===== src/rtl/core/iaf_pkg.sv =====
// iaf_pkg: shared types, constants and helpers of the integer to ascii formatter
// used by iaf_ctrl, iaf_dp and the top level; no dependencies
`default_nettype none

package iaf_pkg;

  typedef enum logic [1:0] {
    ACT_UDEC = 2'd0,
    ACT_SDEC = 2'd1,
    ACT_HEXU = 2'd2,
    ACT_HEXL = 2'd3
  } action_t;

  localparam int VALUE_W = 32;
  localparam int DEC_DIGITS = 10;
  localparam int DIG_W = 4 * DEC_DIGITS;
  localparam int ITER_W = $clog2(VALUE_W);

  localparam logic [3:0] DEC_CNT = 4'd10;
  localparam logic [3:0] HEX_CNT = 4'd8;
  localparam logic [3:0] DIGIT_TEN = 4'd10;

  localparam logic [7:0] CH_ZERO    = 8'h30;
  localparam logic [7:0] CH_UPPER_A = 8'h41;
  localparam logic [7:0] CH_LOWER_A = 8'h61;
  localparam logic [7:0] CH_MINUS   = 8'h2D;

  typedef struct packed {
    logic load;
    logic dabble;
    logic skip;
    logic emit_sign;
    logic emit_digit;
  } dp_cmd_t;

  typedef struct packed {
    logic is_hex;
    logic neg;
    logic top_zero;
    logic rem_one;
    logic slot_free;
  } dp_sts_t;

  function automatic logic [7:0] digit_char(input logic [3:0] d, input logic lower);
    logic [7:0] res;
    begin
      if (d < DIGIT_TEN) begin
        res = CH_ZERO + {4'h0, d};
      end else if (lower) begin
        res = CH_LOWER_A + {4'h0, d - DIGIT_TEN};
      end else begin
        res = CH_UPPER_A + {4'h0, d - DIGIT_TEN};
      end
      return res;
    end
  endfunction

endpackage

`default_nettype wire


===== src/rtl/core/iaf_dp.sv =====
// iaf_dp: datapath of the formatter: shift-add bcd converter, digit register,
// leading zero skip and the output character register; depends on iaf_pkg
`default_nettype none

module iaf_dp (
  input  wire logic              clk,
  input  wire logic              rst_n,
  input  wire logic [1:0]        in_action,
  input  wire logic [31:0]       in_value,
  input  wire iaf_pkg::dp_cmd_t  cmd,
  output iaf_pkg::dp_sts_t       sts,
  output logic                   out_tvalid,
  input  wire logic              out_tready,
  output logic [7:0]             out_tdata,
  output logic                   out_tlast
);
  import iaf_pkg::*;

  logic [VALUE_W-1:0] bin_r;
  logic [DIG_W-1:0]   dig_r;
  logic [3:0]         rem_r;
  logic               hex_r;
  logic               lower_r;
  logic               neg_r;
  logic               out_valid_r;
  logic [7:0]         out_char_r;
  logic               out_last_r;

  action_t            act;
  logic               ld_hex;
  logic               ld_neg;
  logic [VALUE_W-1:0] ld_mag;
  logic [DIG_W-1:0]   adj;
  logic [DIG_W+VALUE_W-1:0] shifted;

  assign act    = action_t'(in_action);
  assign ld_hex = (act == ACT_HEXU) || (act == ACT_HEXL);
  assign ld_neg = (act == ACT_SDEC) && in_value[VALUE_W-1];
  assign ld_mag = ld_neg ? (~in_value + 32'd1) : in_value;

  // add 3 to every bcd digit of 5 or more before the shift
  always_comb begin
    for (int i = 0; i < DEC_DIGITS; i++) begin
      adj[4*i +: 4] = (dig_r[4*i +: 4] >= 4'd5) ? dig_r[4*i +: 4] + 4'd3 : dig_r[4*i +: 4];
    end
  end

  assign shifted = {adj[DIG_W-2:0], bin_r, 1'b0};

  always_ff @(posedge clk) begin
    if (cmd.load) begin
      bin_r   <= ld_mag;
      dig_r   <= ld_hex ? {ld_mag, 8'h00} : '0;
      rem_r   <= ld_hex ? HEX_CNT : DEC_CNT;
      hex_r   <= ld_hex;
      lower_r <= (act == ACT_HEXL);
      neg_r   <= ld_neg;
    end else if (cmd.dabble) begin
      dig_r <= shifted[DIG_W+VALUE_W-1:VALUE_W];
      bin_r <= shifted[VALUE_W-1:0];
    end else if (cmd.skip || cmd.emit_digit) begin
      dig_r <= {dig_r[DIG_W-5:0], 4'h0};
      rem_r <= rem_r - 4'd1;
    end
  end

  always_ff @(posedge clk) begin
    if (!rst_n) begin
      out_valid_r <= 1'b0;
    end else if (cmd.emit_sign || cmd.emit_digit) begin
      out_valid_r <= 1'b1;
    end else if (out_tready) begin
      out_valid_r <= 1'b0;
    end
  end

  always_ff @(posedge clk) begin
    if (cmd.emit_sign) begin
      out_char_r <= CH_MINUS;
      out_last_r <= 1'b0;
    end else if (cmd.emit_digit) begin
      out_char_r <= digit_char(dig_r[DIG_W-1 -: 4], lower_r);
      out_last_r <= (rem_r == 4'd1);
    end
  end

  assign sts.is_hex    = hex_r;
  assign sts.neg       = neg_r;
  assign sts.top_zero  = (dig_r[DIG_W-1 -: 4] == 4'h0);
  assign sts.rem_one   = (rem_r == 4'd1);
  assign sts.slot_free = !out_valid_r || out_tready;

  assign out_tvalid = out_valid_r;
  assign out_tdata  = out_char_r;
  assign out_tlast  = out_last_r;

endmodule

`default_nettype wire


===== src/rtl/core/iaf_ctrl.sv =====
// iaf_ctrl: state machine of the formatter that sequences conversion, zero skip
// and character emission through datapath commands; depends on iaf_pkg
`default_nettype none

module iaf_ctrl (
  input  wire logic              clk,
  input  wire logic              rst_n,
  input  wire logic              in_tvalid,
  output logic                   in_tready,
  input  wire iaf_pkg::dp_sts_t  sts,
  output iaf_pkg::dp_cmd_t       cmd
);
  import iaf_pkg::*;

  typedef enum logic [2:0] {
    ST_IDLE,
    ST_CONV,
    ST_SKIP,
    ST_SIGN,
    ST_EMIT
  } state_t;

  state_t            state_r;
  state_t            state_nxt;
  logic [ITER_W-1:0] iter_r;
  logic [ITER_W-1:0] iter_nxt;

  always_comb begin
    state_nxt = state_r;
    iter_nxt  = iter_r;
    cmd       = '0;
    unique case (state_r)
      ST_IDLE: begin
        if (in_tvalid) begin
          cmd.load  = 1'b1;
          iter_nxt  = '0;
          state_nxt = ST_CONV;
        end
      end
      ST_CONV: begin
        if (sts.is_hex) begin
          state_nxt = ST_SKIP;
        end else begin
          cmd.dabble = 1'b1;
          iter_nxt   = iter_r + 1'b1;
          if (iter_r == ITER_W'(VALUE_W - 1)) begin
            state_nxt = ST_SKIP;
          end
        end
      end
      ST_SKIP: begin
        // drop leading zero digits, always keep the last one
        if (sts.top_zero && !sts.rem_one) begin
          cmd.skip = 1'b1;
        end else begin
          state_nxt = sts.neg ? ST_SIGN : ST_EMIT;
        end
      end
      ST_SIGN: begin
        if (sts.slot_free) begin
          cmd.emit_sign = 1'b1;
          state_nxt     = ST_EMIT;
        end
      end
      ST_EMIT: begin
        if (sts.slot_free) begin
          cmd.emit_digit = 1'b1;
          if (sts.rem_one) begin
            state_nxt = ST_IDLE;
          end
        end
      end
      default: begin
        state_nxt = ST_IDLE;
      end
    endcase
  end

  always_ff @(posedge clk) begin
    if (!rst_n) begin
      state_r <= ST_IDLE;
      iter_r  <= '0;
    end else begin
      state_r <= state_nxt;
      iter_r  <= iter_nxt;
    end
  end

  assign in_tready = (state_r == ST_IDLE);

endmodule

`default_nettype wire


===== src/rtl/core/integer_to_ascii_formatter_top.sv =====
// integer_to_ascii_formatter_top: formats a 32-bit word as ascii decimal or hex
// text; instantiates iaf_ctrl and iaf_dp, uses iaf_pkg
//
// input channel: in_tuser carries the format (0 unsigned decimal, 1 signed
// decimal, 2 upper-case hex, 3 lower-case hex), in_tdata the word.
// output channel: one item per character, most significant digit first, no
// leading zeros, a leading '-' for negative signed values; tlast marks the
// final character of each number.
// timing: one word at a time. decimal words pass through the shift-add bcd
// converter and hex words bypass it; then the leading zero skip drops leading
// zero digits one by one (up to 9 for a decimal word, 7 for a hex word), and
// each character then passes through the output register.
// in_tready rises once the last character sits in the output register, so the
// next word is taken while that character still waits to be read.
// a stalled receiver holds the output register and halts emission.
// reset returns the controller to idle and empties the output register.
`default_nettype none

module integer_to_ascii_formatter_top (
  input  wire logic        clk,
  input  wire logic        rst_n,
  input  wire logic        in_tvalid,
  output logic             in_tready,
  input  wire logic [31:0] in_tdata,   // [31:0] value
  input  wire logic [1:0]  in_tuser,   // [1:0] action
  output logic             out_tvalid,
  input  wire logic        out_tready,
  output logic [7:0]       out_tdata,  // [7:0] out_char
  output logic             out_tlast
);
  import iaf_pkg::*;

  dp_cmd_t cmd;
  dp_sts_t sts;

  iaf_ctrl u_ctrl (
    .clk       (clk),
    .rst_n     (rst_n),
    .in_tvalid (in_tvalid),
    .in_tready (in_tready),
    .sts       (sts),
    .cmd       (cmd)
  );

  iaf_dp u_dp (
    .clk        (clk),
    .rst_n      (rst_n),
    .in_action  (in_tuser),
    .in_value   (in_tdata),
    .cmd        (cmd),
    .sts        (sts),
    .out_tvalid (out_tvalid),
    .out_tready (out_tready),
    .out_tdata  (out_tdata),
    .out_tlast  (out_tlast)
  );

endmodule

`default_nettype wire


===== config.mk =====
export PLATFORM = sky130hd
export DESIGN_NAME = integer_to_ascii_formatter_top
export DESIGN_NICKNAME = d
export VERILOG_FILES = /design/src/rtl/core/iaf_pkg.sv /design/src/rtl/core/iaf_dp.sv /design/src/rtl/core/iaf_ctrl.sv /design/src/rtl/core/integer_to_ascii_formatter_top.sv
export SDC_FILE = /design/constraint.sdc
export NUM_CORES = 1
export LEC_CHECK = 0
export BUFFER_PORTS_ARGS = -buffer_cell sky130_fd_sc_hd__buf_2
export CORE_MARGIN = 3
export CORE_UTILIZATION = 45
export DETAILED_ROUTE_END_ITERATION = 16
export PLACE_DENSITY = 0.65
export SETUP_SLACK_MARGIN = 0.2
export SLEW_MARGIN = 20
export SYNTH_ARGS = -nofsm -noshare
export SYNTH_HDL_FRONTEND = slang
export SYNTH_HIERARCHICAL = 1
export SYNTH_SLANG_ARGS = --single-unit

===== constraint.sdc =====
create_clock -name clk -period 6.4 [get_ports clk]
set_input_delay 0.96 -clock clk [delete_from_list [all_inputs] [get_ports clk]]
set_output_delay 0.96 -clock clk [all_outputs]
set_load 0.05 [all_outputs]

==> impl_metrics.env <==
export IMPL_status="finished, final reports clean"
export IMPL_fp_coreArea_um2=13400
export IMPL_rsz0062_at_grt="no"
export IMPL_multi_input_area_um2=3240
export IMPL_power_frac_seq_pct=40.3
export IMPL_top_usage_layer="met2"
export IMPL_p_switching_uw=1230
export IMPL_dr_pass1_iters=5
export IMPL_grt_overflow=0
export IMPL_rows=42
export IMPL_syn_inst=656
export IMPL_grt_use_met1_pct=25.8
export IMPL_totalWireLength_um=14100
export IMPL_pwr_share_comb_pct=41.3
export IMPL_synthFlopType="edfxtp_1"
export IMPL_cp_start_kind="input port"
export IMPL_synthAdderAreaFrac_pct=5.20
export IMPL_end_kind="flip-flop"
export IMPL_maxCapViolCount=0
export IMPL_worstPathCellList="buf_2 -> nand3b_1 -> inv_1 -> o31ai_1 -> xor2_1 -> a21oi_1"
export IMPL_yosysSeqAreaShare_pct=43.4
export IMPL_cts_path_max_buffers=2
export IMPL_finalHoldViolations=0
export IMPL_synthMuxAreaShare_pct=5.22
export IMPL_maxSlewHeadroom_pct=36.7
export IMPL_ys_seq_elements=96
export IMPL_placed_area_um2=6580
export IMPL_synth_area_top_cells="edfxtp_1 38%, a21oi_1 5.6%, dfxtp_1 5.4%"
export IMPL_vias=4898
export IMPL_antenna_cells=0
export IMPL_cts_buffers=9
export IMPL_period_minus_slack_ns=2.98
export IMPL_synth_top_family_by_area="simple AND/OR/NAND/NOR gates"
export IMPL_leakage_uw=0.00255
export IMPL_cts_tree="built"
export IMPL_finalCritPeriodShare_pct=46.6
export IMPL_synth_top_cell_area_share_pct=37.9
export IMPL_hold_buffers=0
export IMPL_gp_congestion=0.799
export IMPL_worst_pin_slew_ns=0.947
export IMPL_reg2reg_depth=6
export IMPL_grt_max_degree=93
export IMPL_synth_top_area_cell="edfxtp_1"
export IMPL_max_vdd_ir_drop_v=0.000203
export IMPL_synth_area_um2=6260
export IMPL_p_int_uw=1910
export IMPL_worstPathArrival_ns=3.04
export IMPL_skew_ns=0.00787
export IMPL_setup_viol=0
export IMPL_grt_pass1_wl_um=23200
export IMPL_n_fill_cell=1224
export IMPL_power_uw=3130
export IMPL_nets=746
export IMPL_clk_pin_slew_worst_paths_ns=0.06
export IMPL_whs_ns=0.474
export IMPL_cts_resized=0
export IMPL_h_tree_depth=3
export IMPL_antenna_found_initial=0
export IMPL_cts_sinks=96
export IMPL_area_growth_pct=10.3
export IMPL_grt_pass1_vias=4685
export IMPL_crit_family="buffers and inverters"
export IMPL_timing_rr_end="u_dp/dig_r[15]"
export IMPL_synth_most_common_cell="edfxtp_1"
export IMPL_hold_class="reg -> reg"
export IMPL_synth_xor_area_share_pct=5.74
export IMPL_avgSynthCellArea_um2=9.54
export IMPL_die_area_um2=15400
export IMPL_whs_path_depth=2
export IMPL_pwr_share_clk_pct=18.4
export IMPL_clock_latency_ns=0.35
export IMPL_criticalPathCategory="in -> reg"
export IMPL_maxSlewViolCount=0
export IMPL_grt_use_met3_pct=4.04
export IMPL_slowest_stage="nand3b_1"
export IMPL_grt_use_total_pct=19.3
export IMPL_drt_iter0_markers=303
export IMPL_regArea_um2=2710
export IMPL_reg2reg_slack_ns=3.47
export IMPL_fin_area_um2=6900
export IMPL_use_met2_pct=31.4
export IMPL_whs_endpoint="u_dp/out_tdata[3]"
export IMPL_detail_route_drc_violations=0
export IMPL_die_h_um=124
export IMPL_synthDistinctLibCells=68
export IMPL_r2r_start="u_ctrl/state_r[1]"
export IMPL_path_max_fanout=27
export IMPL_startpoint="in_tuser[1]"
export IMPL_tns_ns=0
export IMPL_synth_compound_area_share_pct=17.1
export IMPL_postRouteAntennaNets=0
export IMPL_path_buf_inv=2
export IMPL_root_buffer="clkbuf_16"
export IMPL_worstHoldStart="u_dp/out_tdata[3]"
export IMPL_synth_edf_count=79
export IMPL_yosys_top_cells_count="79 x edfxtp_1, 77 x nor2_1, 70 x a21oi_1"
export IMPL_portBuffers=47
export IMPL_hpwl_um=10100
export IMPL_post_cts_buffers=0
export IMPL_synthSimpleGateAreaFrac_pct=18.2
export IMPL_via_per_inst=5.68
export IMPL_power_density_nw_per_um2=454
export IMPL_slowest_delay_ns=0.73
export IMPL_fmax_mhz=335
export IMPL_synth_net_count=720
export IMPL_fp_dieW_um=124
export IMPL_layout_drive_gt1_share_pct=13.1
export IMPL_required_ns=6.46
export IMPL_start_util_pct=46.7
export IMPL_synth_warnings=6
export IMPL_swShare_pct=39.1
export IMPL_wl_per_cell_um=16.4
export IMPL_async_flop_share_pct=0
export IMPL_ios=49
## metal layers
metal	wire, um	share of wire [%]
met3	759	5.4
met2	6860	49
met4	169	1.2
met5	0	0
met1	6340	45
## worst max-delay path by stage
stage,to,slack [ns],cells after the start
finish,u_dp/bin_r[6],3.42,6
global route,u_dp/bin_r[10],3.18,6
CTS,u_dp/dig_r[37],3.42,6
detailed placement,u_dp/dig_r[20],3.12,6
global placement,u_dp/bin_r[22],3.13,6
floorplan,u_dp/dig_r[0],2.91,6
## state kept, by name, indices dropped and copies added (netlist names)
signal and count:
u_ctrl/iter_r 5, u_ctrl/state_r 3, u_dp/out_tdata 7, u_dp/rem_r 4, u_dp/neg_r 1, u_dp/bin_r 32
u_dp/lower_r 1, u_dp/out_tvalid 1, u_dp/out_tlast 1, u_dp/dig_r 40, u_dp/hex_r 1
## cells in the final DEF, fill, tap and decap left out, types with 6 or more instances in the layout
cell	count
xor2_1	15
dfxtp_1	17
nor2_1	76
buf_2	47
nand2_1	35
clkbuf_16	9
ha_1	26
nor3b_1	19
nor3_1	12
xnor2_1	26
nor2b_1	6
a31oi_1	12
a21oi_1	70
mux2i_1	30
o21ai_0	48
inv_1	36
edfxtp_1	79
nand2b_1	15
or3_1	11
a22o_1	12
## power groups by stage
stage	Sequential (uW)	Clock (uW)	Combinational [uW]
4_1_cts	1260	592	1300
3_5_place_dp	1270	0	1300
2_1_floorplan	1270	0	973
5_1_grt	1310	612	1470
6_report	1260	577	1290
3_3_place_gp	1260	0	1250
## logic make-up after synthesis
logic type	Yosys count
AND/OR/NAND/NOR	211
AO/OA/AOI/OAI	176
flip-flops	96
buffers and inverters	73
XOR/XNOR	41
multiplexers	32
adder cells (fa/ha/maj)	26
other	1
## tightest hold or removal path: stages (launching register included)
cell     delay [ns]
dfxtp_1        0.33
a21oi_1        0.06
o21ai_0        0.06
## through the flow
step | utilization [%] | instances | setup WS (ns)
floorplan | - | 656 | 2.91
global placement | 49.0 | 847 | 3.13
detailed placement | 49.1 | 847 | 3.12
CTS | 51.5 | 863 | 3.42
global route | 51.5 | 863 | 3.18
finish | 51.5 | 863 | 3.42
## cell type report
| type | count | share of cell area, % |
|---|---|---|
| Inverter | 36 | 1.96 |
| Tap cell | 176 | 3.19 |
| Sequential cell | 96 | 39.3 |
| Clock inverter | 7 | 1.38 |
| Timing Repair Buffer | 52 | 3.95 |
| Clock buffer | 9 | 3.27 |
| Multi-Input combinational cell | 487 | 46.9 |
(Power assumes the default switching activity.)
